<file path="config.mk">
export PLATFORM = sky130hd
export DESIGN_NAME = sampling_pump_sequencer
export DESIGN_NICKNAME = d
export VERILOG_FILES = /design/src/sps_pkg.sv /design/src/sampling_pump_sequencer.sv
export SDC_FILE = /design/constraint.sdc
export NUM_CORES = 1
export LEC_CHECK = 0
export ABC_AREA = 1
export BUFFER_PORTS_ARGS = -buffer_cell sky130_fd_sc_hd__buf_2
export CELL_PAD_IN_SITES_DETAIL_PLACEMENT = 0
export CELL_PAD_IN_SITES_GLOBAL_PLACEMENT = 1
export CORE_ASPECT_RATIO = 1.25
export CORE_MARGIN = 1
export CORE_UTILIZATION = 35
export CTS_CLUSTER_DIAMETER = 150
export DETAILED_ROUTE_END_ITERATION = 12
export GPL_ROUTABILITY_DRIVEN = 0
export PLACE_DENSITY_LB_ADDON = 0.1
export SLEW_MARGIN = 20
export SYNTH_ARGS = -nofsm -noshare
export SYNTH_HDL_FRONTEND = slang
export SYNTH_SLANG_ARGS = --single-unit
</file>
<file path="constraint.sdc">
create_clock -name clock -period 5.6 [get_ports clock]
set_input_delay 1.12 -clock clock [delete_from_list [all_inputs] [get_ports clock]]
set_output_delay 1.12 -clock clock [all_outputs]
set_load 0.01 [all_outputs]
</file>
<file path="src/sps_pkg.sv">
// shared types and constants of the sampling pump sequencer
`default_nettype none

package sps_pkg;

   localparam int unsigned REQ_DATA_W = 112;
   localparam int unsigned REQ_USER_W = 3;
   localparam int unsigned RSP_DATA_W = 32;
   localparam int unsigned CSR_INDEX_W = 3;
   localparam int unsigned CSR_DATA_W = 32;

   localparam logic [31:0] MANUAL_LIMIT_MS = 32'd1800000;
   localparam logic [31:0] SAMPLE_GAP_MS = 32'd300000;
   localparam logic [7:0] DUTY_MAX = 8'd255;

   typedef enum logic [2:0] {
      CMD_TICK = 3'd0,
      CMD_START = 3'd1,
      CMD_STOP = 3'd2,
      CMD_ESTOP = 3'd3,
      CMD_FLOW = 3'd4,
      CMD_RUN_MODE = 3'd5,
      CMD_DURATION = 3'd6,
      CMD_HEARTBEAT = 3'd7
   } cmd_type;

   typedef enum logic [1:0] {
      MODE_OFF = 2'd0,
      MODE_MANUAL = 2'd1,
      MODE_GAS = 2'd2,
      MODE_TIMED = 2'd3
   } run_mode_type;

   typedef enum logic [2:0] {
      CSR_GAS_THRESHOLD = 3'd0,
      CSR_WINDOW_START = 3'd1,
      CSR_WINDOW_END = 3'd2,
      CSR_DUAL_PUMP = 3'd3,
      CSR_LINK_TIMEOUT = 3'd4
   } csr_index_type;

   localparam int unsigned EV_DURATION = 0;
   localparam int unsigned EV_MANUAL_LIMIT = 1;
   localparam int unsigned EV_WINDOW_EXIT = 2;
   localparam int unsigned EV_GAS_START = 3;
   localparam int unsigned EV_TIMED_START = 4;
   localparam int unsigned EV_DEFLATE_REFUSED = 5;

   typedef struct packed {
      logic [31:0] duration_req;
      logic [1:0]  run_mode_req;
      logic [9:0]  flow_req;
      logic        inflate_req;
      logic [15:0] gas_level;
      logic [16:0] time_of_day_s;
      logic [31:0] now_ms;
   } item_type;

   typedef struct packed {
      logic [5:0] events;
      logic       link_up;
      logic       in_window;
      logic [1:0] run_mode_now;
      logic       inflating;
      logic       pump_running;
      logic       valve_open;
      logic [7:0] pump2_duty;
      logic [7:0] pump1_duty;
   } result_type;

endpackage

`default_nettype wire

</file>
<file path="src/sampling_pump_sequencer.sv">
// sampling pump sequencer: command and tick processing with result register
// an accepted word passes the input register, then the result register, to rsp
// throughput: one word per cycle while rsp is not held, set by the single state update stage
// the input register and result register both stall only when rsp is held
// synchronous active-high reset sets sequencer state, valid flags and csr regs
// to power-up values (not the data registers); csr writes are always accepted
`default_nettype none

module sampling_pump_sequencer
   import sps_pkg::*;
(
   input  wire logic                   clock,
   input  wire logic                   reset,
   input  wire logic                   req_tvalid,
   output logic                        req_tready,
   // now_ms, time_of_day_s, gas_level, inflate_req, flow_req, run_mode_req,
   // duration_req, zero fill
   input  wire logic [REQ_DATA_W-1:0]  req_tdata,
   // command
   input  wire logic [REQ_USER_W-1:0]  req_tuser,
   output logic                        rsp_tvalid,
   input  wire logic                   rsp_tready,
   // pump1_duty, pump2_duty, valve_open, pump_running, inflating,
   // run_mode_now, in_window, link_up, events, zero fill
   output logic [RSP_DATA_W-1:0]       rsp_tdata,
   input  wire logic                   csr_valid,
   output logic                        csr_ready,
   input  wire logic [CSR_INDEX_W-1:0] csr_index,
   input  wire logic [CSR_DATA_W-1:0]  csr_data
);

   localparam int unsigned ITEM_W = $bits(item_type);
   localparam int unsigned RESULT_W = $bits(result_type);

   // configuration
   logic [15:0] gas_threshold_ff;
   logic [16:0] window_start_ff;
   logic [16:0] window_end_ff;
   logic        dual_pump_ff;
   logic [31:0] link_timeout_ff;

   // input register
   logic        in_valid_ff;
   item_type    item_ff;
   cmd_type     cmd_ff;

   // result register
   logic        out_valid_ff;
   result_type  result_ff;

   // sequencer state
   logic         running_ff, running_in;
   logic         dir_inflate_ff, dir_inflate_in;
   logic [7:0]   flow_duty_ff, flow_duty_in;
   run_mode_type run_mode_ff, run_mode_in;
   logic [31:0]  start_ms_ff, start_ms_in;
   logic [31:0]  duration_ff, duration_in;
   logic         window_active_ff, window_active_in;
   logic [31:0]  last_sample_ff, last_sample_in;
   logic [31:0]  last_heartbeat_ff, last_heartbeat_in;
   logic         link_ok_ff, link_ok_in;
   logic [5:0]   events_in;
   result_type   result_in;

   logic         advance;

   assign advance = in_valid_ff && (!out_valid_ff || rsp_tready);
   assign req_tready = !in_valid_ff || advance;
   assign rsp_tvalid = out_valid_ff;
   assign rsp_tdata = {{(RSP_DATA_W - RESULT_W){1'b0}}, result_ff};
   assign csr_ready = 1'b1;

   always_comb begin
      logic [7:0]  flow_sat;
      logic [31:0] run_elapsed;
      logic        halted;
      logic        started;
      logic        hit;
      logic        inflate;

      flow_sat = (item_ff.flow_req > {2'b00, DUTY_MAX}) ? DUTY_MAX : item_ff.flow_req[7:0];
      run_elapsed = item_ff.now_ms - start_ms_ff;
      halted = 1'b0;
      started = 1'b0;
      hit = 1'b0;
      inflate = item_ff.inflate_req;

      running_in = running_ff;
      dir_inflate_in = dir_inflate_ff;
      flow_duty_in = flow_duty_ff;
      run_mode_in = run_mode_ff;
      start_ms_in = start_ms_ff;
      duration_in = duration_ff;
      window_active_in = window_active_ff;
      last_sample_in = last_sample_ff;
      last_heartbeat_in = last_heartbeat_ff;
      link_ok_in = link_ok_ff;
      events_in = '0;

      case (cmd_ff)
         CMD_TICK: begin
            link_ok_in = !((item_ff.now_ms - last_heartbeat_ff) > link_timeout_ff);
            // duration expiry
            if (running_ff && duration_ff != '0 && run_elapsed >= duration_ff) begin
               running_in = 1'b0;
               halted = 1'b1;
               events_in[EV_DURATION] = 1'b1;
               if (run_mode_ff != MODE_GAS && run_mode_ff != MODE_TIMED) begin
                  run_mode_in = MODE_OFF;
               end
            end
            // failsafe for continuous manual runs
            if (running_in && run_mode_in == MODE_MANUAL && duration_ff == '0 &&
                run_elapsed >= MANUAL_LIMIT_MS) begin
               running_in = 1'b0;
               halted = 1'b1;
               run_mode_in = MODE_OFF;
               events_in[EV_MANUAL_LIMIT] = 1'b1;
            end
            // gas auto start
            if (run_mode_in == MODE_GAS && !running_in &&
                item_ff.gas_level >= gas_threshold_ff) begin
               running_in = 1'b1;
               dir_inflate_in = 1'b1;
               started = 1'b1;
               events_in[EV_GAS_START] = 1'b1;
            end
            // daily window
            if (run_mode_in == MODE_TIMED) begin
               if (window_end_ff < window_start_ff) begin
                  hit = item_ff.time_of_day_s >= window_start_ff ||
                        item_ff.time_of_day_s <= window_end_ff;
               end else begin
                  hit = item_ff.time_of_day_s >= window_start_ff &&
                        item_ff.time_of_day_s <= window_end_ff;
               end
               if (hit && !window_active_ff) begin
                  window_active_in = 1'b1;
               end else if (!hit && window_active_ff) begin
                  window_active_in = 1'b0;
                  events_in[EV_WINDOW_EXIT] = 1'b1;
                  if (running_in) begin
                     running_in = 1'b0;
                     halted = 1'b1;
                  end
               end
               if (window_active_in && !running_in &&
                   (item_ff.now_ms - last_sample_ff) >= SAMPLE_GAP_MS) begin
                  last_sample_in = item_ff.now_ms;
                  running_in = 1'b1;
                  dir_inflate_in = 1'b1;
                  started = 1'b1;
                  events_in[EV_TIMED_START] = 1'b1;
               end
            end
            if (halted) begin
               duration_in = '0;
               start_ms_in = '0;
            end
            if (started) begin
               start_ms_in = item_ff.now_ms;
            end
         end
         CMD_START: begin
            if (!dual_pump_ff && !item_ff.inflate_req) begin
               inflate = 1'b1;
               events_in[EV_DEFLATE_REFUSED] = 1'b1;
            end
            dir_inflate_in = inflate;
            flow_duty_in = flow_sat;
            running_in = 1'b1;
            start_ms_in = item_ff.now_ms;
         end
         CMD_STOP: begin
            running_in = 1'b0;
            start_ms_in = '0;
            duration_in = '0;
         end
         CMD_ESTOP: begin
            running_in = 1'b0;
            start_ms_in = '0;
            duration_in = '0;
            run_mode_in = MODE_OFF;
            window_active_in = 1'b0;
         end
         CMD_FLOW: begin
            if (running_ff) begin
               flow_duty_in = flow_sat;
            end
         end
         CMD_RUN_MODE: begin
            run_mode_in = run_mode_type'(item_ff.run_mode_req);
         end
         CMD_DURATION: begin
            duration_in = item_ff.duration_req;
         end
         CMD_HEARTBEAT: begin
            last_heartbeat_in = item_ff.now_ms;
         end
         default: begin
            last_heartbeat_in = last_heartbeat_ff;
         end
      endcase

      result_in.pump1_duty = running_in ? flow_duty_in : '0;
      result_in.pump2_duty = (running_in && dual_pump_ff) ? flow_duty_in : '0;
      result_in.valve_open = running_in && dir_inflate_in;
      result_in.pump_running = running_in;
      result_in.inflating = dir_inflate_in;
      result_in.run_mode_now = run_mode_in;
      result_in.in_window = window_active_in;
      result_in.link_up = link_ok_in;
      result_in.events = events_in;
   end

   always_ff @(posedge clock) begin
      if (reset) begin
         gas_threshold_ff <= 16'hFFFF;
         window_start_ff <= '0;
         window_end_ff <= '0;
         dual_pump_ff <= 1'b1;
         link_timeout_ff <= 32'd5000;
      end else if (csr_valid) begin
         case (csr_index_type'(csr_index))
            CSR_GAS_THRESHOLD: gas_threshold_ff <= csr_data[15:0];
            CSR_WINDOW_START:  window_start_ff <= csr_data[16:0];
            CSR_WINDOW_END:    window_end_ff <= csr_data[16:0];
            CSR_DUAL_PUMP:     dual_pump_ff <= csr_data[0];
            CSR_LINK_TIMEOUT:  link_timeout_ff <= csr_data;
            default: begin
               link_timeout_ff <= link_timeout_ff;
            end
         endcase
      end
   end

   // input register
   always_ff @(posedge clock) begin
      if (reset) begin
         in_valid_ff <= 1'b0;
      end else if (req_tready) begin
         in_valid_ff <= req_tvalid;
      end
   end

   always_ff @(posedge clock) begin
      if (req_tready && req_tvalid) begin
         item_ff <= item_type'(req_tdata[ITEM_W-1:0]);
         cmd_ff <= cmd_type'(req_tuser);
      end
   end

   // result register
   always_ff @(posedge clock) begin
      if (reset) begin
         out_valid_ff <= 1'b0;
      end else if (advance) begin
         out_valid_ff <= 1'b1;
      end else if (rsp_tready) begin
         out_valid_ff <= 1'b0;
      end
   end

   always_ff @(posedge clock) begin
      if (advance) begin
         result_ff <= result_in;
      end
   end

   // sequencer state
   always_ff @(posedge clock) begin
      if (reset) begin
         running_ff <= 1'b0;
         dir_inflate_ff <= 1'b0;
         flow_duty_ff <= '0;
         run_mode_ff <= MODE_OFF;
         start_ms_ff <= '0;
         duration_ff <= '0;
         window_active_ff <= 1'b0;
         last_sample_ff <= '0;
         last_heartbeat_ff <= '0;
         link_ok_ff <= 1'b0;
      end else if (advance) begin
         running_ff <= running_in;
         dir_inflate_ff <= dir_inflate_in;
         flow_duty_ff <= flow_duty_in;
         run_mode_ff <= run_mode_in;
         start_ms_ff <= start_ms_in;
         duration_ff <= duration_in;
         window_active_ff <= window_active_in;
         last_sample_ff <= last_sample_in;
         last_heartbeat_ff <= last_heartbeat_in;
         link_ok_ff <= link_ok_in;
      end
   end

endmodule

`default_nettype wire

</file>
### Word-level counts from Yosys, hierarchy flattened

Index checks and enable logic that the tools add are counted.

| word-level totals | value |
|---|---|
| bits in registers | 369 |
| input bits | 155 |
| output and inout port bits | 35 |

| cells by class | value |
|---|---|
| add/sub/neg operators | 3 |
| order comparisons | 9 |
| eq/ne operators | 18 |
| multiplexer cells | 58 |
| bitwise logic cells | 2 |
| reductions and logical operators | 49 |

Operators by type and width:

| operator | number |
|---|---|
| 32-bit case mux with 3 select lines | 2 |
| 32-bit subtractor | 3 |
| 32-bit 2-to-1 mux | 2 |
| 1-bit 2-to-1 mux | 42 |
| 32-bit by 19-bit >= comparator with 1-bit output, second input constant | 1 |
| 32-bit by 21-bit >= comparator with 1-bit output, second input constant | 1 |
| 32-bit >= comparator | 1 |
| 32-bit > comparator | 1 |
| 32-bit zero test | 1 |
| 32-bit nonzero test | 1 |
| 1-bit logical AND | 18 |
| 17-bit >= comparator | 1 |
| 17-bit less-or-equal comparator | 1 |
| 17-bit less-than comparator | 1 |
| 16-bit >= comparator | 1 |
| 8-bit 2-to-1 mux | 2 |
| 8-bit case mux with 2 select lines | 1 |
| 3-bit == test, second input constant | 5 |
| 2-bit AND reduction | 7 |
| 3-bit by 2-bit == test with 1-bit output, second input constant | 4 |
| 10-bit by 8-bit > comparator with 1-bit output, second input constant | 1 |
| 2-bit 2-to-1 mux | 5 |
| 1-bit zero test | 9 |
| 3-bit by 1-bit == test with 1-bit output, second input constant | 2 |
| other kinds (16) | 26 |

### Depth between registers and ports, before layout

| logic depth | value |
|---|---|
| depth in word-level cells | 28 |
| gate-level depth with buffers | 35 |

### Least setup slack after synthesis

OpenSTA, ideal clock, no wires.

| path | value |
|---|---|
| kind | reg-to-reg |
| start | reg item_ff[0] (netlist name) |
| end | reg link_ok_ff |
| library setup time | 0.064 ns |
| arrival | 4.495 ns |
| data required time | 5.536 ns |
| slack | 1.041 ns |
| stages on the path, launching flop included | 28 |
| clock period less this slack | 4.559 ns |
| cell sequence | edfxtp_1 inv_1 ha_1 inv_1 fa_1 nand3_1 nand2_1 nand2_1 nand2_1 a21boi_1 o21ai_0 a21boi_1 o21ai_0 a21boi_0 o21ai_1 a21boi_0 o21ai_0 xor2_1 ha_1 nand2_1 nor3_1 inv_1 nor3_1 nand2_1 or4_1 a31oi_1 nor2_1 nor2_1 |

| between the ends | value |
|---|---|
| cells in the longest elaborated chain, start to end | 4 |

RTL lines:

| item | RTL line | RTL |
|---|---|---|
| from (decl) | sampling_pump_sequencer.sv:44 | `item_type item_ff;` |
| from (signal assigned) | sampling_pump_sequencer.sv:248 | `item_ff <= item_type'(req_tdata[ITEM_W-1:0]);` |
| 32-bit subtractor | sampling_pump_sequencer.sv:102 | `link_ok_in = !((item_ff.now_ms - last_heartbeat_ff) > link_timeout_ff);` |
| 32-bit > comparator | sampling_pump_sequencer.sv:102 |  |
| 1-bit zero test | sampling_pump_sequencer.sv:102 |  |
| 1-bit 2-to-1 mux | sampling_pump_sequencer.sv:100 | `case (cmd_ff)` |
| named net link_ok_in | sampling_pump_sequencer.sv:61 | `logic link_ok_ff, link_ok_in;` |
| to (signal assigned) | sampling_pump_sequencer.sv:293 | `link_ok_ff <= link_ok_in;` |
| to (decl) | sampling_pump_sequencer.sv:61 |  |

The timed path passes the listed nets, and every way through them passes these cells.
A chain may end at the register's enable or synchronous reset.

### Final worst setup path

Ends and elaborated chain as after synthesis.

==> results.py <==
metrics = {
    "critical_path": {
        "crit_path_max_incr_delay_ns": 0.48,
        "worst_ep_required_time_ns": 6.12,
        "highest_net_fanout_along_the_worst_path": 4,
        "ff2ff_setup_slack_ns": 0.50,
        "path_common_cell": "nand2_1",
        "crit_path_end_kind": "flop",
        "gate_family_responsible_for_the_most_delay_along_the_worst_path": "compound AO/OA/AOI/OAI gates",
        "reg2reg_from": "item_ff[0]",
        "critPathKind": "reg2reg",
        "ff2ff_path_depth": 27,
        "endpoint_of_the_lowest_slack_register_to_register_path": "link_ok_ff",
        "critPathBufInv": 3,
        "crit_path_top_delay_cell": "or4_1",
        "arrival_time_at_the_worst_endpoint_ns": 5.62,
        "critPathLaunchType": "flop",
    },
    "timing": {
        "fin_crit_sh_pct": 91.0,
        "post-route-min-period_ns": 5.10,
        "timing.fmax_mhz": 196,
        "slew-limit-headroom_pct": 37.1,
        "final-hold-violation-count": 0,
        "setup-tns-final_ns": 0,
        "report.final.slew_viol_count": 0,
        "setup_repair_after_global_routing_missed_its_margin": "false",
        "skew_ns": 0.0133,
        "final_critical_path_setup_slack_ns": 0.502,
        "setup_viol_count_final": 0,
        "worst-slew-pin-transition_ns": 0.942,
    },
    "global_route": {
        "grt_start_max_net_pins": 118,
        "first_pass_grt_wire_length_um": 108000,
        "grt.total_usage_pct": 20.4,
        "grt_antenna_before_repair": 0,
        "grt.overflow.total": 0,
        "grt_pass1_vias": 20200,
    },
    "clocking": {
        "cts-root-to-sink-buffers": 3,
        "post_cts_hold_buffer_count": 0,
        "clock_insertion_delay_worst_skew_ns": 0.59,
        "tritoncts": "done",
        "cts.repair_timing.setup_buffer_count": 0,
        "h-tree-depth": 2,
        "num_clock_sinks": 369,
        "cts.reportedPaths.clkPinSlew_ns": 0.06,
        "cts.repair.resized": 0,
        "ctsRootBufferMaster": "clkbuf_16",
        "tritoncts.num_buffers": 43,
    },
    "floorplan": {
        "pin_count": 190,
        "floorplan.core_area_sq_mm": 0.0648,
        "dieWidth_um": 231,
        "initial_core_util_pct": 35.6,
        "die_h_um": 289,
        "rows": 104,
        "die_area_sq_mm": 0.0669,
    },
    "min_path": {
        "min_path_cells": 2,
        "worst_hold_start": "last_sample_ff[0]",
        "min_path_type": "reg2reg",
        "holdPathEnd": "last_sample_ff[0]",
    },
    "drt": {
        "detail_route.drc_violations": 0,
        "firstDrtPassIters": 5,
        "route.antenna.remaining_nets": 0,
        "dr_total_vias": 20300,
        "avgViaCountPerCell": 4.82,
        "detail_route.wl_per_cell_um": 16.0,
        "dr.first_iter.drc_count": 981,
        "detail_route.wirelength_um": 67700,
    },
    "power": {
        "leakagePower_nw": 12.4,
        "vdd_drop_max_uv": 282,
        "cellPowerDensity_mw_per_mm2": 277,
        "design_power_total_mw": 7.33,
    },
    "placed_design": {
        "dp_worst_setup_slack_ns": 0.300,
        "buffer_ports.inserted": 183,
        "place_hpwl_um": 53400,
    },
    "flow_run": {
        "max_cap_violations": 0,
    },
    "final_layout": {
        "multiInputGateArea_sq_mm": 0.0119,
        "utilization_pct": 40.9,
        "register_area_sq_mm": 0.00881,
        "insertedDiodeCount": 0,
        "share_of_cells_above_drive_strength_1_pct": 9.50,
        "syn_to_final_growth_pct": 15.0,
        "design.final.nets": 3716,
        "fillcell_total": 6853,
    },
    "synthesis": {
        "ys_types": 49,
        "yosysSeqAreaShare_pct": 38.2,
        "predominant_post_synthesis_flop_cell": "dfxtp_1",
        "synthesis.yosys.warnings": 0,
        "synth_enable_flop_cells": 142,
        "synth.cell_area_sq_mm": 0.0230,
        "post_synth.cell_area_avg_sq_um": 7.33,
        "synthArstFlopShare_pct": 0,
        "synthesized_instance_count": 3145,
        "yosys_register_bits": 369,
    },
    "outcome": {
        "result_of_the_run": "finished, final reports clean",
    },
}
==> cell usage in the layout (no fill, tap or decap), types with 4 or more instances in the layout <==
cell / count
clkinv_1: 5
a21o_1: 5
o21bai_1: 8
xnor2_1: 14
clkbuf_16: 43
a21oi_1: 320
edfxtp_1: 142
clkinv_2: 10
nand2_1: 728
dfxtp_1: 227
nor3_1: 31
nand4_1: 39
inv_1: 516
o211ai_1: 38
nand2_2: 4
a211oi_1: 4
buf_2: 183
o21a_1: 5
a21boi_1: 4
o21ai_0: 216
buf_4: 43
nor2_1: 270
conb_1: 4
nand3_1: 152
clkbuf_1: 5
and2_1: 4
nor4_1: 10
a21boi_0: 5
a31oi_1: 7
ha_1: 223
xor2_1: 38
nand3b_1: 11
bufinv_16: 6
==> how the worst max path moves through the flow <==
stage,startpoint,to,slack [ns],cells past startpoint
finish,item_ff[0],link_ok_ff,0.50,27
global route,item_ff[0],start_ms_ff[9],0.01,31
CTS,item_ff[0],link_ok_ff,0.27,27
floorplan,item_ff[0],link_ok_ff,1.04,27
detailed placement,item_ff[0],link_ok_ff,0.30,27
global placement,item_ff[0],link_ok_ff,0.35,27
==> layout make-up <==
type,instances,area share [%]
clock inverter,27,1.25
clock buffer,51,4.29
timing repair buffer,229,4.90
multi-input combinational,2170,44.9
inverter,522,7.42
sequential,369,33.2
tap,848,4.00
==> synthesized netlist by cell type, types with 3 or more instances <==
cell type  count  area share [%]
nand3b_1      11            0.36
nor4_1        10            0.27
a21o_1         5            0.16
nand3_1      153             3.3
a31oi_1        7            0.19
nand2_1      728              12
buf_4          4            0.13
o21ai_0      216             4.7
a2111oi_0      3            0.11
a21oi_1      320             7.0
o221ai_1       3            0.11
nand2_2        4            0.11
dfxtp_1      227              20
o21bai_1       8            0.26
and2_1         4            0.11
a211oi_1       4            0.13
and3_1         3           0.081
a21boi_0       7            0.23
edfxtp_1     142              19
buf_2          8            0.17
inv_1        518             8.4
nor3_1        32            0.70
buf_6          7            0.34
nor2_1       271             4.4
o211ai_1      38             1.2
clkbuf_1      64             1.0
o21a_1         5            0.16
nand4_1       39             1.1
xor2_1        38             1.4
fa_1           3            0.26
xnor2_1       14            0.53
ha_1         223              12
==> kinds of logic (layout without fill, tap and decap cells) <==
group,after synthesis,in the layout,share of synthesized area [%]
adders and majority gates,226,226,12.4
xor gates and xnor gates,52,52,1.98
and+or+nand+nor,1261,1261,22.5
AOI/OAI and AO/OA,627,627,14.6
DFF,369,369,38.2
buffers and inverters,608,829,10.2
other,2,4,0.0326
==> power by group <==
part           internal [mW]  switching, mW  total, mW
registers               2.91         0.0590       2.97
clock network           1.74           1.22       2.96
logic                  0.505          0.894       1.40
==> routing by layer <==
metal | vias up | GRT usage, % | share of wire, %
met5 | - | 0 | 0
met4 | 0 | 5.38 | 2.3
li1 | 10700 | - | -
met1 | 9275 | 25.3 | 45
met2 | 304 | 37.1 | 50
met3 | 85 | 2.48 | 3.2
==> stage by stage <==
step	hold WS (ns)	area (sq um)	cells
detailed placement	0.441	25000	4138
floorplan	0.427	23000	3147
global placement	0.440	25000	4138
finish	0.450	26500	4216
global route	0.472	26500	4216
CTS	0.451	26500	4216
==> flip-flops by register name, summed over array words and instances (netlist names), 2 cells and up <==
register / cells
window_start_ff: 17
item_ff: 110
rsp_tdata: 29
last_heartbeat_ff: 32
flow_duty_ff: 8
link_timeout_ff: 32
duration_ff: 32
window_end_ff: 17
gas_threshold_ff: 16
last_sample_ff: 32
run_mode_ff: 2
cmd_ff: 3
start_ms_ff: 32
==> worst reg2reg max path, stage by stage, from the launching register on <==
cell	delay, ns
edfxtp_1	0.43
inv_1	0.10
ha_1	0.20
inv_1	0.06
fa_1	0.40
nand3_1	0.09
nand2_1	0.11
nand2_1	0.09
nand2_1	0.09
a21boi_1	0.21
o21ai_0	0.17
a21boi_1	0.22
o21ai_0	0.15
a21boi_1	0.24
o21ai_1	0.15
a21boi_1	0.25
o21ai_0	0.13
xor2_1	0.16
ha_1	0.28
nand2_1	0.05
nor3_1	0.21
inv_1	0.09
nor3_1	0.13
nand2_1	0.13
or4_1	0.48
a31oi_1	0.27
nor2_1	0.06
nor2_1	0.09
Power figures use the tool's default switching activity.
